--- src/assert_macros.svh ---
// Assertion macros shared by the allocator RTL.
// No dependencies; the including module must provide clk and rst.
`ifndef ASSERT_MACROS_SVH
`define ASSERT_MACROS_SVH

// Implication checked on every rising clk edge outside reset.
`define ASSERT_IMPLIES(label, pre, post, msg) \
  label: assert property (@(posedge clk) disable iff (rst) (pre) |-> (post)) \
    else $error(msg);

// Condition that must hold on every rising clk edge outside reset.
`define ASSERT_ALWAYS(label, cond, msg) \
  label: assert property (@(posedge clk) disable iff (rst) (cond)) \
    else $error(msg);

`endif

--- src/fpa_pkg.sv ---
// Package for the fixed partition fit allocator: item structs, codes, FSM type.
// No dependencies.
package fpa_pkg;

  localparam int OPCODE_W = 2;
  localparam int SLOT_W   = 3;
  localparam int AMOUNT_W = 16;
  localparam int MODE_W   = 2;

  localparam logic [OPCODE_W-1:0] OP_LOAD  = 2'd0;
  localparam logic [OPCODE_W-1:0] OP_ALLOC = 2'd1;
  localparam logic [OPCODE_W-1:0] OP_CLEAR = 2'd2;

  localparam logic [MODE_W-1:0] MODE_FIRST = 2'd0;
  localparam logic [MODE_W-1:0] MODE_BEST  = 2'd1;
  localparam logic [MODE_W-1:0] MODE_WORST = 2'd2;

  localparam logic [MODE_W-1:0] FIT_MODE_RESET = MODE_BEST;

  // Register index of fit_mode in the configuration space.
  localparam logic REG_FIT_MODE = 1'b0;

  typedef struct packed {
    logic [OPCODE_W-1:0] opcode;
    logic [SLOT_W-1:0]   slot_index;
    logic [AMOUNT_W-1:0] amount;
  } fpa_in_t;

  typedef struct packed {
    logic                granted;
    logic [SLOT_W-1:0]   chosen_slot;
    logic [AMOUNT_W-1:0] leftover;
  } fpa_out_t;

  // Broadcast commands from the sequencer to every cell.
  typedef struct packed {
    logic load;
    logic clear;
    logic take;
  } fpa_ctl_t;

  // Flags of the search token that walks along the cell chain.
  typedef struct packed {
    logic active;
    logic found;
  } fpa_scan_t;

  typedef enum logic [1:0] {
    ST_IDLE,
    ST_SCAN,
    ST_FINISH
  } fpa_state_t;

endpackage

--- src/fpa_cell.sv ---
// One partition cell: holds a size and a taken mark, and updates the search token.
// Depends on fpa_pkg.
module fpa_cell
  import fpa_pkg::*;
#(
  parameter int SIZE_BITS = 16,
  parameter int IDX_W     = 3,
  parameter int CELL_IDX  = 0
) (
  input  logic                 clk,
  input  logic                 rst,
  input  fpa_ctl_t             ctl,
  input  logic [IDX_W-1:0]     ctl_index,
  input  logic [SIZE_BITS-1:0] ctl_size,
  input  logic [MODE_W-1:0]    fit_mode,
  input  fpa_scan_t            scan_in,
  input  logic [IDX_W-1:0]     pick_in,
  input  logic [SIZE_BITS-1:0] best_in,
  input  logic [SIZE_BITS-1:0] amt_in,
  output fpa_scan_t            scan_out,
  output logic [IDX_W-1:0]     pick_out,
  output logic [SIZE_BITS-1:0] best_out,
  output logic [SIZE_BITS-1:0] amt_out
);

  localparam logic [IDX_W-1:0] MY_IDX = IDX_W'(CELL_IDX);

  logic                 taken;
  logic [SIZE_BITS-1:0] size;
  logic                 fits;
  logic                 better;
  logic                 claim;
  logic [SIZE_BITS-1:0] rest;
  logic                 hit;

  assign hit  = (ctl_index == MY_IDX);
  assign fits = !taken && (size >= amt_in);
  assign rest = size - amt_in;

  // First fit never replaces an earlier find; ties keep the earlier cell.
  always_comb begin
    better = !scan_in.found
          || ((fit_mode == MODE_BEST)  && (rest < best_in))
          || ((fit_mode == MODE_WORST) && (rest > best_in));
    claim  = fits && better;
  end

  always_ff @(posedge clk) begin
    if (rst) begin
      size  <= '0;
      taken <= 1'b0;
    end else if (ctl.clear) begin
      taken <= 1'b0;
    end else if (ctl.load && hit) begin
      size  <= ctl_size;
      taken <= 1'b0;
    end else if (ctl.take && hit) begin
      taken <= 1'b1;
    end
  end

  always_ff @(posedge clk) begin
    if (rst) begin
      scan_out <= '0;
    end else begin
      scan_out.active <= scan_in.active;
      scan_out.found  <= scan_in.found || claim;
    end
  end

  always_ff @(posedge clk) begin
    pick_out <= claim ? MY_IDX : pick_in;
    best_out <= claim ? rest : best_in;
    amt_out  <= amt_in;
  end

endmodule

--- src/fixed_partition_fit_allocator.sv ---
// Fixed partition fit allocator, top level: APB register, sequencer, cell chain.
// Depends on fpa_pkg, fpa_cell and assert_macros.svh.
//
// The block keeps NUM_PARTITIONS partitions, each a cell holding a size and a
// taken mark. A load item sets a partition's size and frees it; a load to a
// slot at or above NUM_PARTITIONS is dropped. A clear item frees every
// partition. An allocate item sends a search token down the chain of cells,
// one cell per clock, and no new item is taken until it is done: the token
// passes each cell in turn, then the chosen cell is marked taken and the
// result captured, then the result moves into the output register once that
// register is free. Every allocate item yields exactly one result item;
// loads, clears and opcode 3 yield none. The output register holds a result
// until it is taken while the next item is accepted and searched. fit_mode
// (APB byte address 0) selects first fit (0, and also 3), best fit (1, reset
// value) or worst fit (2); ties go to the lowest index. amount is cut to
// SIZE_BITS bits. Write fit_mode only while no allocate item is in flight.
`include "assert_macros.svh"

module fixed_partition_fit_allocator
  import fpa_pkg::*;
#(
  parameter int NUM_PARTITIONS = 8,
  parameter int SIZE_BITS      = 16
) (
  input  logic        clk,
  input  logic        rst,
  input  logic        in_valid,
  output logic        in_ready,
  input  fpa_in_t     in_data,
  output logic        out_valid,
  input  logic        out_ready,
  output fpa_out_t    out_data,
  input  logic        psel,
  input  logic        penable,
  input  logic        pwrite,
  input  logic [2:0]  paddr,
  input  logic [31:0] pwdata,
  output logic [31:0] prdata,
  output logic        pready
);

  localparam int IDX_W = (NUM_PARTITIONS > 1) ? $clog2(NUM_PARTITIONS) : 1;

  // Configuration register.
  logic [MODE_W-1:0] fit_mode;

  // Sequencer.
  fpa_state_t state, state_next;
  logic       accept;
  logic       load_ok;
  logic       slot_free;
  fpa_out_t   res;

  // Broadcast to cells.
  fpa_ctl_t             ctl;
  logic [IDX_W-1:0]     ctl_index;
  logic [SIZE_BITS-1:0] req_amt;

  // Width adapters.
  logic [31:0] slot_ext;
  logic [31:0] amt_ext;
  logic [31:0] pick_ext;
  logic [31:0] best_ext;

  // Chain links: entry 0 is driven here, entry NUM_PARTITIONS leaves the last cell.
  fpa_scan_t            link_flags [NUM_PARTITIONS+1];
  logic [IDX_W-1:0]     link_pick  [NUM_PARTITIONS+1];
  logic [SIZE_BITS-1:0] link_best  [NUM_PARTITIONS+1];
  logic [SIZE_BITS-1:0] link_amt   [NUM_PARTITIONS+1];
  logic [NUM_PARTITIONS-1:0] token_vec;

  // ---------------------------------------------------------------- APB
  assign pready = 1'b1;

  always_ff @(posedge clk) begin
    if (rst) begin
      fit_mode <= FIT_MODE_RESET;
    end else if (psel && penable && pwrite && (paddr[2] == REG_FIT_MODE)) begin
      fit_mode <= pwdata[MODE_W-1:0];
    end
  end

  assign prdata = (paddr[2] == REG_FIT_MODE) ? 32'(fit_mode) : '0;

  // ---------------------------------------------------------- Input decode
  assign slot_ext = 32'(in_data.slot_index);
  assign amt_ext  = 32'(in_data.amount);
  assign req_amt  = amt_ext[SIZE_BITS-1:0];
  assign load_ok  = (slot_ext < 32'(NUM_PARTITIONS));
  // Take a new item only while idle: no search running, no result waiting to move out.
  assign in_ready = (state == ST_IDLE);
  assign accept   = in_valid && in_ready;

  // Output register is free when empty or being emptied this cycle.
  assign slot_free = !out_valid || out_ready;

  // ------------------------------------------------------------ Sequencer
  always_ff @(posedge clk) begin
    if (rst) begin
      state <= ST_IDLE;
    end else begin
      state <= state_next;
    end
  end

  always_comb begin
    state_next = state;
    ctl        = '0;
    ctl_index  = slot_ext[IDX_W-1:0];
    unique case (state)
      ST_IDLE: begin
        ctl.load  = accept && (in_data.opcode == OP_LOAD) && load_ok;
        ctl.clear = accept && (in_data.opcode == OP_CLEAR);
        if (accept && (in_data.opcode == OP_ALLOC)) begin
          state_next = ST_SCAN;
        end
      end
      ST_SCAN: begin
        // Token leaves the last cell: mark the winner taken right away.
        if (link_flags[NUM_PARTITIONS].active) begin
          ctl.take   = link_flags[NUM_PARTITIONS].found;
          ctl_index  = link_pick[NUM_PARTITIONS];
          state_next = ST_FINISH;
        end
      end
      ST_FINISH: begin
        if (slot_free) begin
          state_next = ST_IDLE;
        end
      end
      default: begin
        state_next = ST_IDLE;
      end
    endcase
  end

  // Inject the search token into the first cell.
  always_comb begin
    link_flags[0].active = accept && (in_data.opcode == OP_ALLOC);
    link_flags[0].found  = 1'b0;
    link_pick[0]         = '0;
    link_best[0]         = '0;
    link_amt[0]          = req_amt;
  end

  // ----------------------------------------------------------- Cell chain
  for (genvar k = 0; k < NUM_PARTITIONS; k++) begin : g_cell
    fpa_cell #(
      .SIZE_BITS (SIZE_BITS),
      .IDX_W     (IDX_W),
      .CELL_IDX  (k)
    ) u_cell (
      .clk       (clk),
      .rst       (rst),
      .ctl       (ctl),
      .ctl_index (ctl_index),
      .ctl_size  (req_amt),
      .fit_mode  (fit_mode),
      .scan_in   (link_flags[k]),
      .pick_in   (link_pick[k]),
      .best_in   (link_best[k]),
      .amt_in    (link_amt[k]),
      .scan_out  (link_flags[k+1]),
      .pick_out  (link_pick[k+1]),
      .best_out  (link_best[k+1]),
      .amt_out   (link_amt[k+1])
    );
    assign token_vec[k] = link_flags[k+1].active;
  end

  // --------------------------------------------------------------- Result
  assign pick_ext = 32'(link_pick[NUM_PARTITIONS]);
  assign best_ext = 32'(link_best[NUM_PARTITIONS]);

  // Hold the result until the output register frees up.
  always_ff @(posedge clk) begin
    if ((state == ST_SCAN) && link_flags[NUM_PARTITIONS].active) begin
      if (link_flags[NUM_PARTITIONS].found) begin
        res.granted     <= 1'b1;
        res.chosen_slot <= pick_ext[SLOT_W-1:0];
        res.leftover    <= best_ext[AMOUNT_W-1:0];
      end else begin
        res <= '0;
      end
    end
  end

  always_ff @(posedge clk) begin
    if (rst) begin
      out_valid <= 1'b0;
    end else if ((state == ST_FINISH) && slot_free) begin
      out_valid <= 1'b1;
    end else if (out_ready) begin
      out_valid <= 1'b0;
    end
  end

  always_ff @(posedge clk) begin
    if ((state == ST_FINISH) && slot_free) begin
      out_data <= res;
    end
  end

  // ----------------------------------------------------------- Assertions
  `ASSERT_ALWAYS(a_one_token, $onehot0(token_vec),
                 "more than one search token in the cell chain")
  `ASSERT_IMPLIES(a_token_in_scan, link_flags[NUM_PARTITIONS].active, state == ST_SCAN,
                  "search token left the chain outside the scan state")
  `ASSERT_IMPLIES(a_result_from_finish, $rose(out_valid), $past(state) == ST_FINISH,
                  "result item appeared without a finished search")
  `ASSERT_IMPLIES(a_no_grant_zero, out_valid && !out_data.granted,
                  (out_data.chosen_slot == '0) && (out_data.leftover == '0),
                  "refused request carries nonzero slot or leftover")

endmodule

--- config.mk ---
export PLATFORM = sky130hd
export DESIGN_NAME = fixed_partition_fit_allocator
export DESIGN_NICKNAME = d
export VERILOG_FILES = /design/src/fpa_pkg.sv /design/src/fpa_cell.sv /design/src/fixed_partition_fit_allocator.sv
export VERILOG_INCLUDE_DIRS = /design/src /design/src/src
export SDC_FILE = /design/constraint.sdc
export NUM_CORES = 1
export LEC_CHECK = 0
export ABC_AREA = 1
export BUFFER_PORTS_ARGS = -buffer_cell sky130_fd_sc_hd__buf_2
export CAP_MARGIN = 10
export CELL_PAD_IN_SITES_DETAIL_PLACEMENT = 0
export CELL_PAD_IN_SITES_GLOBAL_PLACEMENT = 1
export CORE_AREA = 8 8 276 278
export CTS_CLUSTER_DIAMETER = 60
export DETAILED_ROUTE_END_ITERATION = 7
export DIE_AREA = 0 0 284 286
export GPL_ROUTABILITY_DRIVEN = 0
export PLACE_DENSITY_LB_ADDON = 0.25
export SYNTH_ARGS = -nofsm -noshare
export SYNTH_HDL_FRONTEND = slang
export SYNTH_SLANG_ARGS = --single-unit
--- constraint.sdc ---
create_clock -name clk -period 3.9 [get_ports clk]
set_clock_uncertainty 0.05 [all_clocks]
set_input_delay 0.39 -clock clk [delete_from_list [all_inputs] [get_ports clk]]
set_output_delay 0.39 -clock clk [all_outputs]
set_load 0.01 [all_outputs]
* Yosys cells after proc, flatten, opt, wreduce, memory -nomap -nowiden *
Index checks and enable logic that the tools add are counted.

operators by class
  bitwise logic cells = 2
  equal/unequal tests = 16
  reduce and logical (&&, ||, !) cells = 114
  $lt $le $gt $ge = 23
  muxes and demuxes = 20
  add/subtract/negate cells = 8

operator list
  kind                                                                  count
  16-bit >= comparator                                                  8
  16-bit subtractor                                                     8
  16-bit greater-than comparator                                        7
  16-bit < comparator                                                   7
  16-bit two-way mux                                                    7
  1-bit logical AND                                                     55
  3-bit OR reduction                                                    8
  1-bit logical OR                                                      22
  20-bit two-way mux                                                    1
  1-bit zero test                                                       16
  2-bit AND reduction                                                   8
  3-bit == test, second input constant                                  4
  2-bit two-way mux                                                     5
  2-bit by 1-bit == test with 1-bit output, second input constant       3
  2-bit == test, second input constant                                  3
  3-bit by 2-bit == test with 1-bit output, second input constant       2
  3-bit two-way mux                                                     2
  2-bit case mux with 3 select lines                                    1
  2-bit zero test                                                       2
  3-bit by 4-bit < comparator with 1-bit output, second input constant  1
  1-bit two-way mux                                                     4
  2-bit by 1-bit != test with 1-bit output, second input constant       2
  3-bit by 1-bit == test with 1-bit output, second input constant       1
  3-bit zero test                                                       1
  other kinds (4)                                                       5

word-level totals
  logic and storage cells = 246
  input port bits = 63
  register bits after elaboration = 454

* Depth between registers and ports, before layout *
  word-level depth = 7
  mapped depth = 25
  mapped depth without buffers = 24

* Modules after synthesis *
A second synthesis with hierarchy kept.

second synthesis, totals
  cell total of the unflattened synthesis = 3,564
  area, all modules = 26,286.5 um^2

by module, submodules not included
  module                           area an instance (um^2)  cells an instance  sequential area each (um^2)  instances
  fpa_cell (g_cell[5].u_cell ...)  3,070.4                  425                1,081.0                      2
  fpa_cell (g_cell[1].u_cell ...)  3,024.2                  423                1,081.0                      2
  fpa_cell (g_cell[7].u_cell)      3,091.7                  422                1,081.0                      1
  fpa_cell (g_cell[0].u_cell)      3,052.9                  425                1,081.0                      1
  fpa_cell (g_cell[4].u_cell)      3,022.9                  424                1,081.0                      1
  fpa_cell (g_cell[3].u_cell)      2,981.6                  424                1,081.0                      1
  fixed_partition_fit_allocator    1,948.1                  173                1,301.2                      1

* Worst setup path before layout *
No wires, ideal clock.

  path type = reg-to-reg
  start point = register g_cell[4].u_cell.size[0]
  end point = register g_cell[4].u_cell.best_out[10]
  arrival = 2.958 ns
  setup slack = 0.780 ns
  stages on the path, launching flop included = 22
  buffers on the path = 1
  setup time = 0.112 ns
  path through = dfxtp_1 > inv_1 > ha_1 > fa_1 > o21ai_1 > nand2_1 > nand2_1 > nand3_1 > nand3_1 > nand2_1 > ha_1 > nand2_1 > nor2_1 > a21boi_0 > nor2_1 > nand2_1 > nand2_1 > nand3_1 > nand2_2 > buf_2 > nand2_1 > nand2_1

between the ends
  word-level cells in the longest chain between the ends = 7
  elaborated cells on any way between the ends = 11

RTL lines
  element                 line            RTL
  start, declared         fpa_cell.sv:29  logic [SIZE_BITS-1:0] size;
  start signal, assigned  fpa_cell.sv:55  size <= ctl_size;
  16-bit subtractor       fpa_cell.sv:38  assign rest = size - amt_in;
  16-bit < comparator     fpa_cell.sv:43  || ((fit_mode == MODE_BEST) && (rest < best_in))
  1-bit logical AND       fpa_cell.sv:43
  1-bit logical OR        fpa_cell.sv:43
  1-bit logical OR        fpa_cell.sv:44  || ((fit_mode == MODE_WORST) && (rest > best_in));
  1-bit logical AND       fpa_cell.sv:45  claim = fits && better;
  16-bit two-way mux (*)  fpa_cell.sv:73  best_out <= claim ? rest : best_in;
  end signal, assigned    fpa_cell.sv:73
  end, declared           fpa_cell.sv:22  output logic [SIZE_BITS-1:0] best_out,

Mark *: on every way between the ends. The rest lies on a longest branch, timed or not.
A chain may end at the register's enable or synchronous reset.

* Worst setup path after layout *
  start point = register g_cell[2].u_cell.amt_out[0]
  end point = register g_cell[3].u_cell.best_out[13]

between the ends
  word-level cells in the longest chain between the ends = 7
  elaborated cells on any way between the ends = 11

RTL lines
  element                 line            RTL
  start, declared         fpa_cell.sv:23  output logic [SIZE_BITS-1:0] amt_out
  start signal, assigned  fpa_cell.sv:74  amt_out <= amt_in;
  16-bit subtractor       fpa_cell.sv:38
  16-bit < comparator     fpa_cell.sv:43
  1-bit logical AND       fpa_cell.sv:43
  1-bit logical OR        fpa_cell.sv:43
  1-bit logical OR        fpa_cell.sv:44
  1-bit logical AND       fpa_cell.sv:45
  16-bit two-way mux (*)  fpa_cell.sv:73
  end signal, assigned    fpa_cell.sv:73
  end, declared           fpa_cell.sv:22

Marked as above.

==> flow_summary.ini <==
[setup_path]
cp_slowest_cell = fa_1
arrival_ns = 3.95
slowest_delay_ns = 0.41
r2r-start = g_cell[2].u_cell.amt_out[0]
crit_path_cell_trace = ha_1, fa_1, inv_1, nand3_1, nand2_1, nand2_1, nand2_1, nand3_1, nand3_1, nand2_1, ha_1, nand2_1, nor2_1, nand4_1, nor2_1, nor2_1, nand2_1, nand3_1, buf_4, nand3_1, nand2_1
cp_common_cell = nand2_1
start_kind = register
cp.required_ns = 4.28
path_max_fanout = 16
startpoint = g_cell[2].u_cell.amt_out[0]
crit_type = register to register
cp-end-kind = register

[routing]
ant_nets = 0
wl_met1_microns = 36000
routed.top_layer = met4
drt-initial-drc-count = 1077
wire_per_inst_microns = 17.2
wl_met2_microns = 33800
wl_met3_microns = 2180
drc = 0
wl_microns = 73500
vias = 19800
routed_via_density = 4.61
drt-pass1-iter-count = 7

[logic_synthesis]
yosysWarnings = 0
yosys-top-cells-area = dfxtp_1 (34%), ha_1 (12%), nand2_1 (12%)
synth_cells = 3180
synth_cell_types = 50
synth.most_common_cell = nand2_1
synth_top_area_share_pct = 34.4
ys.flop_type = dfxtp_1
synth_area_per_cell_sq_um = 7.58
synth-edff-count = 40
ys_seq_elements = 454
async_flop_share_pct = 0
ys_top_cells_by_count = nand2_1 (767), inv_1 (448), dfxtp_1 (414), a21oi_1 (285), ha_1 (240)
yosysSeqAreaShare_pct = 39.4
synth_area_sq_um = 24100
synth_area_leader_cell = dfxtp_1

[worst_hold_path]
min-delay-start = paddr[2]
min_path_type = input pin to register

[clock_tree]
cts_tree = yes
clkTransAtPathRegs_ns = 0.06
clk_latency_ns = 0.63
cts.sinks = 454
cts_htree_levels = 2
cts_made_buffers = 56
root_buffer = clkbuf_16
cts_buffer_depth = 3

[sta]
fmaxAchievable_ghz = 0.280
slew_headroom_pct = 23.1
setup_viol = 0
slew_viol_final = 0
tns_ns = 0
worstMarginPinSlew_ns = 1.15
rsz0062_at_grt = false
final.period_utilization_pct = 91.6
min_period_ns = 3.57
hold_viol = 0

[final_layout]
layoutNonFillerInstCount = 4285
antenna_cells = 0
layout.nets = 3590
drive_gt1_share_pct = 7.76
area_delta_synth_final_pct = 13.9

[power_and_ir_drop]
cellLeakagePower_nw = 13.4
peakVddDrop_mv = 0.329
powerDensity_nw_per_um2 = 410
totalPowerFinal_mw = 11.3

[floorplan]
dieArea_sq_um = 81200
start_util_pct = 33.4
die_x_microns = 284
die_h_microns = 286
ios = 118
core_area_sq_um = 72100
rows = 99

[status]
outcome = complete, no violations

[grt]
grt_usage_pct = 17.8
gr-total-overflow = 0
grt_first_pass_wirelength_microns = 113000
grt_max_degree = 132
grt_pass1_vias = 19100
antenna_found_initial = 1

[job]
cap_viol_max_count = 0

[placement]
dp_hpwl_microns = 57200
io_buffers = 54
placed_cells = 4161
[state kept, by name, summed over array words and instances (netlist names)]
| register | count |
|---|---|
| out_data | 20 |
| state | 2 |
| g_cell.u_cell.size | 128 |
| fit_mode | 2 |
| g_cell.u_cell.best_out | 128 |
| res | 20 |
| out_valid | 1 |
| g_cell.u_cell.pick_out | 17 |
| g_cell.u_cell.amt_out | 112 |
| g_cell.u_cell.scan_out | 16 |
| g_cell.u_cell.taken | 8 |
[metal layers]
layer | vias to the layer above | GRT usage, %
met5 | - | 0
met4 | 0 | 4.19
met2 | 271 | 30.0
met3 | 81 | 2.12
met1 | 8942 | 24.1
li1 | 10500 | -
[metrics by stage]
step	worst slack, ns	cell area, sq um	hold WS (ns)	utilization, %
floorplan	0.780	24200	0.281	-
global placement	0.329	25300	0.284	35.2
detailed placement	0.282	25300	0.290	35.2
CTS	0.266	27500	0.0591	38.1
global route	0.00665	27500	0.100	38.1
finish	0.328	27500	0.0916	38.1
[final cells by class]
cell class | count | area [sq um]
fill | 7720 | 44600
timing repair buffer | 107 | 728
clock buffer | 74 | 1610
sequential | 454 | 9490
clock inverter | 31 | 312
inverter | 473 | 1780
multi-input combinational | 2187 | 12400
tap | 959 | 1200
[power by group]
group / internal (mW) / leakage, nW / switching [mW]
Combinational: 0.383 / 8.74 / 0.735
Clock: 3.08 / 0.933 / 2.19
Sequential: 4.81 / 3.77 / 0.0829
Total: 8.27 / 13.4 / 3.01
[cells by family (layout without fill, tap and decap cells)]
logic type	count (synthesis)	in the layout	share of synthesized area, %
AND/OR/NAND/NOR	1290	1290	22.6
buffers and inverters	568	685	9.98
AO/OA/AOI/OAI	558	558	12.7
flip-flops	454	454	39.4
adder cells (fa/ha/maj)	248	248	13.1
XOR/XNOR	60	60	2.18
other	2	31	0.0311
[worst paths after layout]
path / end / slack, ns / depth (start not counted)
setup / recovery: g_cell[3].u_cell.best_out[13] / 0.33 / 21
hold / removal: fit_mode[0] / 0.09 / 3
setup reg to reg: g_cell[3].u_cell.best_out[13] / 0.33 / 21
hold reg to reg: g_cell[2].u_cell.amt_out[15] / 0.28 / 0
[critical path, delay by kind of cell (launching register included)]
family | cells | cell delay [ns]
AND/OR/NAND/NOR | 16 | 1.73
adder cells (fa/ha/maj) | 3 | 0.94
flip-flops | 1 | 0.34
buffers and inverters | 2 | 0.31
[what timing repair did]
item                                   CTS  global route
endpoints found under the hold margin   18             0
hold buffers                            19             0
setup endpoints to repair                0            25
setup buffers                            0             0
gates resized for setup                  0             6
[placed cells by master, fill, tap and decap left out, drive strengths merged]
master	instances
clkinvlp	6
dlygate4sd3	19
ha	240
a31oi	5
a211oi	1
fa	8
and2	3
dfxtp	414
nor3	26
a21boi	7
or2	7
conb	31
nand2	776
inv	467
a21o	25
o21ai	187
xor2	44
edfxtp	40
o21bai	25
clkbuf	74
xnor2	16
a21oi	302
clkinv	29
nor4	4
nand4	24
nand3	242
nand3b	7
o21a	5
o211ai	1
bufinv	2
buf	88
nor2	201
Note: power is estimated with default switching activity, not from simulation.
